`src/rtl/piq_pkg.sv`:
```
// Package for the positional insert queue: sizes, payload structs, opcodes
// and the command word passed from the front end to the back end.
// No dependencies.
`timescale 1ns / 1ps

package piq_pkg;

    localparam int DEPTH    = 16;
    localparam int ID_WIDTH = 16;
    localparam int OCC_W    = $clog2(DEPTH + 1);
    localparam int SLOT_W   = $clog2(DEPTH);
    localparam int POS_W    = 4;
    localparam int ENTRY_W  = 16;

    localparam int CQ_DEPTH = 2;
    localparam int CQ_PTR_W = $clog2(CQ_DEPTH);
    localparam int CQ_CNT_W = $clog2(CQ_DEPTH + 1);

    typedef enum logic [1:0] {
        OP_ADD    = 2'd0,
        OP_NEXT   = 2'd1,
        OP_STATUS = 2'd2,
        OP_NONE   = 2'd3
    } opcode_t;

    typedef enum logic [1:0] {
        CMD_ADD    = 2'd0,
        CMD_REMOVE = 2'd1,
        CMD_REPORT = 2'd2
    } cmd_kind_t;

    typedef struct packed {
        logic [1:0]         opcode;
        logic               has_position;
        logic [POS_W-1:0]   position;
        logic [ENTRY_W-1:0] entry_id;
    } in_t;

    typedef struct packed {
        logic [ENTRY_W-1:0] entry_value;
        logic               queue_empty;
        logic               last_of_report;
    } out_t;

    // pos_idx is the 0-based target slot; position zero already folded to the front
    typedef struct packed {
        cmd_kind_t           kind;
        logic                has_pos;
        logic [POS_W-1:0]    pos_idx;
        logic [ID_WIDTH-1:0] id;
    } cmd_t;

endpackage

```
`src/rtl/piq_front.sv`:
```
// Front end: accepts input transactions, drops unused opcodes and turns
// the rest into command words. Depends on piq_pkg.
`timescale 1ns / 1ps

module piq_front import piq_pkg::*; (
    input  logic s_valid,
    output logic s_ready,
    input  in_t  s_data,
    output logic cmd_push,
    output cmd_t cmd_data,
    input  logic cmd_full
);

    logic accept;

    assign s_ready = !cmd_full;
    assign accept  = s_valid && !cmd_full;

    // unused opcode is accepted and swallowed here
    always_comb begin
        cmd_data.kind    = CMD_ADD;
        cmd_data.has_pos = s_data.has_position;
        cmd_data.pos_idx = (s_data.position == '0) ? '0 : s_data.position - POS_W'(1);
        cmd_data.id      = ID_WIDTH'(s_data.entry_id);
        cmd_push         = 1'b0;
        case (opcode_t'(s_data.opcode))
            OP_ADD: begin
                cmd_data.kind = CMD_ADD;
                cmd_push      = accept;
            end
            OP_NEXT: begin
                cmd_data.kind = CMD_REMOVE;
                cmd_push      = accept;
            end
            OP_STATUS: begin
                cmd_data.kind = CMD_REPORT;
                cmd_push      = accept;
            end
            default: begin
                cmd_push = 1'b0;
            end
        endcase
    end

endmodule

```
`src/rtl/piq_cmd_fifo.sv`:
```
// Short command queue between front end and back end.
// Depends on piq_pkg.
`timescale 1ns / 1ps

module piq_cmd_fifo import piq_pkg::*; (
    input  logic aclk,
    input  logic aresetn,
    input  logic push,
    input  cmd_t push_data,
    output logic full,
    input  logic pop,
    output logic cmd_valid,
    output cmd_t cmd_data
);

    cmd_t                mem_reg [CQ_DEPTH];
    logic [CQ_PTR_W-1:0] wr_ptr_reg, wr_ptr_next;
    logic [CQ_PTR_W-1:0] rd_ptr_reg, rd_ptr_next;
    logic [CQ_CNT_W-1:0] count_reg, count_next;
    logic                do_push, do_pop;

    assign full      = (count_reg == CQ_CNT_W'(CQ_DEPTH));
    assign cmd_valid = (count_reg != '0);
    assign cmd_data  = mem_reg[rd_ptr_reg];
    assign do_push   = push && !full;
    assign do_pop    = pop && cmd_valid;

    always_comb begin
        wr_ptr_next = wr_ptr_reg;
        rd_ptr_next = rd_ptr_reg;
        count_next  = count_reg;
        if (do_push) begin
            wr_ptr_next = (wr_ptr_reg == CQ_PTR_W'(CQ_DEPTH - 1)) ? '0
                        : wr_ptr_reg + CQ_PTR_W'(1);
        end
        if (do_pop) begin
            rd_ptr_next = (rd_ptr_reg == CQ_PTR_W'(CQ_DEPTH - 1)) ? '0
                        : rd_ptr_reg + CQ_PTR_W'(1);
        end
        if (do_push && !do_pop) begin
            count_next = count_reg + CQ_CNT_W'(1);
        end else if (do_pop && !do_push) begin
            count_next = count_reg - CQ_CNT_W'(1);
        end
    end

    always_ff @(posedge aclk) begin
        if (!aresetn) begin
            wr_ptr_reg <= '0;
            rd_ptr_reg <= '0;
            count_reg  <= '0;
        end else begin
            wr_ptr_reg <= wr_ptr_next;
            rd_ptr_reg <= rd_ptr_next;
            count_reg  <= count_next;
        end
    end

    always_ff @(posedge aclk) begin
        if (do_push) begin
            mem_reg[wr_ptr_reg] <= push_data;
        end
    end

endmodule

```
`src/rtl/piq_back.sv`:
```
// Back end: slot registers with parallel shift for insert/remove, report
// sequencer and output register. Depends on piq_pkg.
`timescale 1ns / 1ps

module piq_back import piq_pkg::*; (
    input  logic aclk,
    input  logic aresetn,
    input  logic cmd_valid,
    input  cmd_t cmd_data,
    output logic cmd_pop,
    output logic m_valid,
    input  logic m_ready,
    output out_t m_data
);

    typedef enum logic [1:0] {
        ST_IDLE   = 2'b01,
        ST_REPORT = 2'b10
    } back_state_t;

    back_state_t         state_reg, state_next;
    logic [ID_WIDTH-1:0] slots_reg [DEPTH];
    logic [ID_WIDTH-1:0] slots_next [DEPTH];
    logic [OCC_W-1:0]    occ_reg, occ_next;
    logic [SLOT_W-1:0]   idx_reg, idx_next;
    logic                out_valid_reg, out_valid_next;
    out_t                out_data_reg, out_data_next;
    logic                out_free;
    logic [OCC_W-1:0]    at;
    logic                rpt_last;

    assign out_free = !out_valid_reg || m_ready;
    assign m_valid  = out_valid_reg;
    assign m_data   = out_data_reg;

    assign at = (cmd_data.has_pos && (OCC_W'(cmd_data.pos_idx) < occ_reg))
              ? OCC_W'(cmd_data.pos_idx) : occ_reg;
    assign rpt_last = ((OCC_W'(idx_reg) + OCC_W'(1)) == occ_reg);

    always_comb begin
        state_next     = state_reg;
        slots_next     = slots_reg;
        occ_next       = occ_reg;
        idx_next       = idx_reg;
        out_valid_next = out_valid_reg && !m_ready;
        out_data_next  = out_data_reg;
        cmd_pop        = 1'b0;
        case (state_reg)
            ST_IDLE: begin
                if (cmd_valid) begin
                    case (cmd_data.kind)
                        CMD_ADD: begin
                            cmd_pop = 1'b1;
                            // full queue drops the add
                            if (occ_reg < OCC_W'(DEPTH)) begin
                                for (int i = 1; i < DEPTH; i++) begin
                                    if (OCC_W'(i) > at) begin
                                        slots_next[i] = slots_reg[i-1];
                                    end
                                end
                                slots_next[at[SLOT_W-1:0]] = cmd_data.id;
                                occ_next = occ_reg + OCC_W'(1);
                            end
                        end
                        CMD_REMOVE: begin
                            cmd_pop = 1'b1;
                            if (occ_reg != '0) begin
                                for (int i = 0; i < DEPTH - 1; i++) begin
                                    slots_next[i] = slots_reg[i+1];
                                end
                                occ_next = occ_reg - OCC_W'(1);
                            end
                        end
                        CMD_REPORT: begin
                            if (occ_reg == '0) begin
                                if (out_free) begin
                                    cmd_pop                      = 1'b1;
                                    out_valid_next               = 1'b1;
                                    out_data_next.entry_value    = '0;
                                    out_data_next.queue_empty    = 1'b1;
                                    out_data_next.last_of_report = 1'b1;
                                end
                            end else begin
                                cmd_pop    = 1'b1;
                                idx_next   = '0;
                                state_next = ST_REPORT;
                            end
                        end
                        default: begin
                            cmd_pop = 1'b1;
                        end
                    endcase
                end
            end
            ST_REPORT: begin
                if (out_free) begin
                    out_valid_next               = 1'b1;
                    out_data_next.entry_value    = ENTRY_W'(slots_reg[idx_reg]);
                    out_data_next.queue_empty    = 1'b0;
                    out_data_next.last_of_report = rpt_last;
                    idx_next                     = idx_reg + SLOT_W'(1);
                    if (rpt_last) begin
                        state_next = ST_IDLE;
                    end
                end
            end
            default: begin
                state_next = ST_IDLE;
            end
        endcase
    end

    always_ff @(posedge aclk) begin
        if (!aresetn) begin
            state_reg     <= ST_IDLE;
            occ_reg       <= '0;
            out_valid_reg <= 1'b0;
        end else begin
            state_reg     <= state_next;
            occ_reg       <= occ_next;
            out_valid_reg <= out_valid_next;
        end
    end

    always_ff @(posedge aclk) begin
        slots_reg    <= slots_next;
        idx_reg      <= idx_next;
        out_data_reg <= out_data_next;
    end

endmodule

```
`src/rtl/positional_insert_queue.sv`:
```
// Positional insert queue, top level: front end, command queue, back end.
// Add and next: queued, then applied to the slots; one per cycle unless a status
// report holds the back end. Status: one empty result on an empty queue, else the
// report sequencer gives one per entry, one per cycle unless stalled (one slot read port).
// Reset (aresetn, synchronous, active low) empties the queue; slot contents stay.
`timescale 1ns / 1ps

module positional_insert_queue import piq_pkg::*; (
    input  logic aclk,
    input  logic aresetn,
    input  logic s_valid,
    output logic s_ready,
    input  in_t  s_data,
    output logic m_valid,
    input  logic m_ready,
    output out_t m_data
);

    logic cmd_push, cmd_full, cmd_pop, cmd_valid;
    cmd_t cmd_in, cmd_out;

    piq_front u_front (
        .s_valid  (s_valid),
        .s_ready  (s_ready),
        .s_data   (s_data),
        .cmd_push (cmd_push),
        .cmd_data (cmd_in),
        .cmd_full (cmd_full)
    );

    piq_cmd_fifo u_fifo (
        .aclk      (aclk),
        .aresetn   (aresetn),
        .push      (cmd_push),
        .push_data (cmd_in),
        .full      (cmd_full),
        .pop       (cmd_pop),
        .cmd_valid (cmd_valid),
        .cmd_data  (cmd_out)
    );

    piq_back u_back (
        .aclk      (aclk),
        .aresetn   (aresetn),
        .cmd_valid (cmd_valid),
        .cmd_data  (cmd_out),
        .cmd_pop   (cmd_pop),
        .m_valid   (m_valid),
        .m_ready   (m_ready),
        .m_data    (m_data)
    );

endmodule

```
`config.mk`:
```
export PLATFORM = sky130hd
export DESIGN_NAME = positional_insert_queue
export DESIGN_NICKNAME = d
export VERILOG_FILES = /design/src/rtl/piq_pkg.sv /design/src/rtl/piq_front.sv /design/src/rtl/piq_cmd_fifo.sv /design/src/rtl/piq_back.sv /design/src/rtl/positional_insert_queue.sv
export SDC_FILE = /design/constraint.sdc
export NUM_CORES = 1
export LEC_CHECK = 0
export BUFFER_PORTS_ARGS = -buffer_cell sky130_fd_sc_hd__buf_4
export CAP_MARGIN = 40
export CORE_ASPECT_RATIO = 0.8
export CORE_MARGIN = 3
export CORE_UTILIZATION = 53
export DETAILED_ROUTE_END_ITERATION = 7
export HOLD_SLACK_MARGIN = 0.06
export PLACE_DENSITY_LB_ADDON = 0.3
export SYNTH_ARGS = -nofsm -noshare
export SYNTH_HDL_FRONTEND = slang
export SYNTH_HIERARCHICAL = 1
export SYNTH_SLANG_ARGS = --single-unit
```
`constraint.sdc`:
```
create_clock -name aclk -period 4.98 [get_ports aclk]
set_input_delay 1.494 -clock aclk [delete_from_list [all_inputs] [get_ports aclk]]
set_output_delay 1.494 -clock aclk [all_outputs]
set_load 0.05 [all_outputs]
```
==> metrics.md, run 1 <==
| Metric | Value |
|---|---|
| Post-DP HPWL | 34.20 mm |
| Yosys top cell area share | 0.5279 |
| Most common flop cell mapped by yosys | edfxtp_1 |
| Number of synthesized flops with an enable pin | 324 |
| Bufs and invs on worst path | 2 |
| DRC | 0 |
| Worst path depth | 10 |
| Clock sink count | 337 |
| Worst Path Arrival | 4180 ps |
| # Max-Cap Violations | 0 |
| Synth Area in Adders | 0.008554 |
| Layout cells sized above 1 | 0.2065 |
| Vias in the first global route | 12.26k |
| Fmax | 0.2542 GHz |
| Die Y | 172.8 um |
| Worst path max stage delay | 590 ps |
| Slew headroom | 0.1980 |
| Comb pwr share | 0.466 |
| Clock transition at path regs | 60 ps |
| Per-cell routed wire length | 26.80 um |
| Peak VDD IR | 0.0004824 V |
| Max reg flops | 256 |
| Most frequent cells in the layout | 324 x edfxtp_1, 176 x a221o_1, 118 x nor3_1 |
| Post-Synth Simple-Gate Area | 0.1003 |
| P_leak | 6.594 nW |
| Cell Area, Synth | 0.01843 mm^2 |
| Crit Path Category | flip-flop to flip-flop |
| Initial core utilization | 0.5431 |
| Final worst-path cycle share | 0.7900 |
| Antenna violations before repair | 3 |
| Port bufs | 46 |
| Yosys warns | 6 |
| Main combinational cell family by area after synthesis | compound AO/OA/AOI/OAI gates |
| Crit path max fanout | 34 |
| P&R area growth vs syn | 9.213% |
| Multiplexer share of the synthesized area | 0.1319 |
| I/O pin total | 47 |
| # H-tree levels | 2 |
| Slowest CP cell | or2_1 |
| Pwr dens | 680.5 mW/mm^2 |
| Sequential area share after synthesis | 0.5420 |
| Crit start category | flip-flop |
| Synth Area per Inst | 13.11 um^2 |
| Synth area leaders | edfxtp_1 53%, mux4_2 9.8%, a221o_1 9.6% |
| Cell count after synthesis | 1406 |
| Most common cell after layout, fill and taps aside | edfxtp_1 |
| Placer Congestion | 0.8849 |
| Row count | 60 |
| CTS tree | yes |
| Die X | 214.5 um |
| Final Max Tran Viols | 0 |
| CTS Root Cell | clkbuf_16 |
| Hold Violations, Final | 0 |
| Worst R2R Setup Slack | 1050 ps |
| Largest net degree at the start of global routing | 241 |
| Syn_nets | 1445 |
| Layout Skew | 16.24 ps |
| Fin crit period | 3934 ps |
| Switching part of the total | 0.3954 |
| Total Die Area | 0.03706 mm^2 |
| Clock Power Share | 0.180 |
| CP dominant cell by count | buf_4 |
| Skew-Pair Late Insertion Delay | 520 ps |
| Ys async rst share | 0 |
| Core Area | 0.03393 mm^2 |
| # setup viols final | 0 |
| Num CTS Buffers | 35 |
| Switching pwr | 5.417 mW |
| Critical Path RT | 5230 ps |
| Buffer depth of the longest clock path | 3 |
| CP endpoint | u_back/slots_reg[51] |
| Vias per cell | 7.087 |
| Worst setup margin | 1046 ps |
| Status | completed |
| Area leader, netlist | edfxtp_1 |
| Compound-cell area share of the yosys netlist | 0.1621 |
| Delay-heaviest family, CP | compound AO/OA/AOI/OAI gates |
| # resized after CTS | 0 |
| # Post-CTS Setup Buffers | 0 |
| Final wirelength | 49.84 mm |
| # nets final | 1412 |
| First-pass GRT wire length | 75.82 mm |
| Total track usage | 0.2630 |
| FF+latch count, synth | 337 |
| RSZ-0062 raised after global routing | false |
| Register-to-Register Path Depth | 10 |
| Post-synth cell types | 70 |
| # hold bufs at CTS | 0 |
| DR vias | 13.18k |
| Total gr overflow | 0 |
| Post-Place Setup Slack | 950.7 ps |
| Setup TNS | 0 ps |
| Reg-to-reg endpoint | u_back/slots_reg[51] |
| Antenna fix cells | 0 |
| Critical Path, Cell by Cell | mux2_2 > ha_1 > a21oi_1 > o21ai_4 > a21oi_4 > buf_4 > o21a_1 > buf_4 > or2_1 > o21ai_1 |
| Hold crit path type | flip-flop to flip-flop |
| Antenna Violating Nets Remaining | 0 |
| Worst setup EP type | flip-flop |
| DR pass1 iterations | 5 |
| Int Power | 8.281 mW |
| Post-Synth XOR/XNOR Area | 0.005703 |
| Slew @ Worst Pin | 1203 ps |
| DR iter-0 viols | 1919 |
| Reg power frac | 0.353 |
-- logic make-up (layout without fill, tap and decap cells) --
logic type,after synthesis,count (layout)
buf+inv,173,162
simple gates,387,387
compound gates,352,352
xor+xnor,12,12
fa+ha+maj,12,12
mux,133,133
flops,337,337
-- power by group through the flow --
| stage | sequential [mW] | clock [mW] | combinational [mW] |
|---|---|---|---|
| global placement | 4.87 | 0 | 5.84 |
| detailed placement | 4.85 | 0 | 6.21 |
| finish | 4.84 | 2.47 | 6.39 |
| CTS | 4.80 | 2.51 | 6.23 |
| global route | 4.88 | 2.63 | 6.77 |
| floorplan | 4.72 | 0 | 4.56 |
-- cell usage after synthesis, types with 6 or more instances --
cell / number
mux2_2: 25
a32oi_1: 16
nand2_1: 105
inv_1: 12
clkbuf_1: 70
a31o_1: 16
buf_2: 42
buf_4: 29
a221o_1: 176
ha_1: 11
nand2b_1: 10
mux2i_1: 20
nor2_1: 85
xor2_1: 7
o21ai_0: 40
o21ai_1: 35
mux4_2: 80
nor3_1: 119
buf_6: 11
a22o_1: 16
a21oi_1: 14
a31oi_1: 7
and2_1: 26
dfxtp_1: 13
o21a_1: 6
edfxtp_1: 324
-- worst reg2reg max path, cell delays in order (launching register included) --
cell and delay, ps:
dfxtp_1 380, mux2_2 440, ha_1 340, a21oi_1 250
o21ai_4 120, a21oi_4 560, buf_4 320, o21a_1 150
buf_4 360, or2_1 600, o21ai_1 130
-- worst min path at each step --
stage / startpoint / endpoint / depth (start not counted)
6_report: u_back/state_reg[1] / u_back/state_reg[1] / 2
5_1_grt: u_back/state_reg[1] / u_back/state_reg[1] / 2
4_1_cts: u_back/state_reg[1] / u_back/state_reg[1] / 2
3_5_place_dp: u_back/state_reg[1] / u_back/state_reg[1] / 2
3_3_place_gp: u_back/state_reg[1] / u_back/state_reg[1] / 2
2_1_floorplan: u_back/state_reg[1] / u_back/state_reg[1] / 2
-- final cells by class --
cell class	count	area, um^2
Clock buffer	47	973.4
Clock inverter	12	81.33
Fill cell	2616	13800
Inverter	15	61.31
Multi-Input combinational cell	896	7626
Sequential cell	337	9990
Tap cell	465	581.8
Timing Repair Buffer	88	814.5
-- metrics by stage --
step	cell area (um^2)	hold slack, ps	power, mW	utilization	std cells
floorplan	18430	451.5	9.288	-	1406
global placement	18830	461.8	10.72	0.5550	1786
detailed placement	19060	511.7	11.07	0.5618	1800
CTS	20120	519.1	13.55	0.5928	1859
global route	20130	537.1	14.29	0.5932	1860
finish	20130	517.0	13.70	0.5932	1860
-- metal layers --
| metal | global-route usage | part of all wire | up-vias |
|---|---|---|---|
| met5 | 0 | 0.00054 | - |
| met4 | 0.06040 | 0.018 | 4 |
| met3 | 0.08327 | 0.15 | 78 |
| met2 | 0.3499 | 0.41 | 953 |
| met1 | 0.4190 | 0.42 | 6511 |
| li1 | - | - | 5635 |
Power figures use the tool's default switching activity.
==> run 2, diff against run 1 <==
Clock period 4.98 ns to 4 ns, I/O delays scaled along.
==> run 2 against run 1 <==
Against the previous run:
- cell count increased by 0.65%
- global-route usage increased by 0.48 points
- non-clock buffer count increased by 9
- count of clock-buffer cells in the layout decreased by 6
- die area unchanged
- worst setup slack got worse by 620 ps
- register-to-register slack got worse by 620 ps
- sequential cell count unchanged
- critical path depth decreased by 1
- cell area increased by 0.30%
- maximum frequency increased by 10%
- largest cell class unchanged
==> metrics.md, run 2 (synthesis results as in run 1) <==
| Metric | Value |
|---|---|
| Status | completed |
| Skew-Pair Late Insertion Delay | 530 ps |
| Hold Violations, Final | 0 |
| Final Max Tran Viols | 0 |
| Total gr overflow | 0 |
| Buffer depth of the longest clock path | 3 |
| Final worst-path cycle share | 0.8928 |
| Port bufs | 46 |
| Finished Layout Cells | 1872 |
| # hold bufs at CTS | 0 |
| Crit Path Category | flip-flop to flip-flop |
| Initial core utilization | 0.5431 |
| # setup viols final | 0 |
| Final wirelength | 50.14 mm |
| DR pass1 iterations | 6 |
| Total track usage | 0.2678 |
| Critical Path RT | 4270 ps |
| Post-DP HPWL | 34.23 mm |
| I/O pin total | 47 |
| Row count | 60 |
| Placed Cells incl. Taps | 1809 |
| Num CTS Buffers | 36 |
| Post-Place Setup Slack | 482.8 ps |
| DRC | 0 |
| Fillers | 2694 |
| Layout cells sized above 1 | 0.2154 |
| Placer Congestion | 0.8589 |
| Setup TNS | 0 ps |
| CTS tree | yes |
| Pwr dens | 851.5 mW/mm^2 |
| Pwr Total | 17.19 mW |
| Final non-filler cell area | 0.02019 mm^2 |
| Worst Path Arrival | 3840 ps |
| First-pass GRT wire length | 77.57 mm |
| CTS Root Cell | clkbuf_16 |
| Slew @ Worst Pin | 1297 ps |
| Largest net degree at the start of global routing | 241 |
| # H-tree levels | 2 |
| Antenna violations before repair | 3 |
| Antenna Violating Nets Remaining | 0 |
| Max reg flops | 256 |
| Antenna fix cells | 0 |
| Hold crit path type | flip-flop to flip-flop |
| Fin crit period | 3571 ps |
| Most common cell after layout, fill and taps aside | edfxtp_1 |
| Worst setup margin | 428.8 ps |
| P&R area growth vs syn | 9.545% |
| Clock sink count | 337 |
| RSZ-0062 raised after global routing | false |
| DR iter-0 viols | 1852 |
| # Post-CTS Setup Buffers | 0 |
| Vias in the first global route | 12.39k |
| Dpl cell area | 0.01906 mm^2 |
| Total Die Area | 0.03706 mm^2 |
| Fmax | 0.2800 GHz |
| Most frequent cells in the layout | 324 x edfxtp_1, 176 x a221o_1, 118 x nor3_1 |
| DR vias | 13.13k |
| Clock transition at path regs | 60 ps |
| # resized after CTS | 0 |
| Crit start category | flip-flop |
| Die Y | 172.8 um |
| P_leak | 6.657 nW |
| Vias per cell | 7.014 |
| Core Area | 0.03393 mm^2 |
| Crit path max fanout | 32 |
| Hold depth | 2 |
| Worst setup EP type | flip-flop |
| Peak VDD IR | 0.0005249 V |
| Slew headroom | 0.1355 |
| Multi-input logic area | 0.007626 mm^2 |
| # Max-Cap Violations | 0 |
| # nets final | 1422 |
| Register-to-Register Path Depth | 9 |
| Per-cell routed wire length | 26.78 um |
| Register Area | 0.009990 mm^2 |
| Die X | 214.5 um |
| Layout Skew | 18.36 ps |
## run 2: final timing paths
check | from | to | slack (ps)
worst max-delay path | flip-flop | u_back/slots_reg[138] | 430
worst min-delay path | u_back/state_reg[1] | u_back/state_reg[1] | 490
worst max register to register | flip-flop | u_back/slots_reg[138] | 430
worst min register to register | u_back/state_reg[1] | u_back/state_reg[1] | 490
## run 2: area by class of cell
type	instances	share of cell area
flip-flops and latches	337	0.4948
inverters	15	0.003037
multi-input cells	896	0.3777
repair buffers	97	0.04034
clock buffers	41	0.04660
clock inverters	21	0.008676
well taps	465	0.02882
## run 2: critical path, stage by stage (launching register included)
cell and delay [ps]:
dfxtp_1 420, mux2_2 460, ha_1 340, a21oi_1 240, o21ai_4 120, a21oi_4 210
mux2_2 660, buf_4 490, nor3_1 90, a221o_1 280
## run 2: layer usage
metal	global-route usage	up-vias	share of wire
met5	0	-	0.00060
met4	0.05625	4	0.017
met3	0.1109	64	0.16
met2	0.3455	955	0.39
met1	0.4200	6446	0.43
li1	-	5662	-
## run 2: where the power goes
part / internal, mW / total (mW) / switching (mW) / leakage (nW)
combinational: 3.17 / 7.96 / 4.79 / 3.02
clock: 1.88 / 3.23 / 1.35 / 0.557
sequential: 5.37 / 6.00 / 0.633 / 3.08
total: 10.4 / 17.2 / 6.78 / 6.66
## run 2: metrics by stage
step / utilization / hold slack [ps]
detailed placement: 0.5618 / 480.5
finish: 0.5950 / 487.7
CTS: 0.5947 / 488.3
global route: 0.5950 / 521.3
floorplan: - / 451.5
global placement: 0.5611 / 459.4
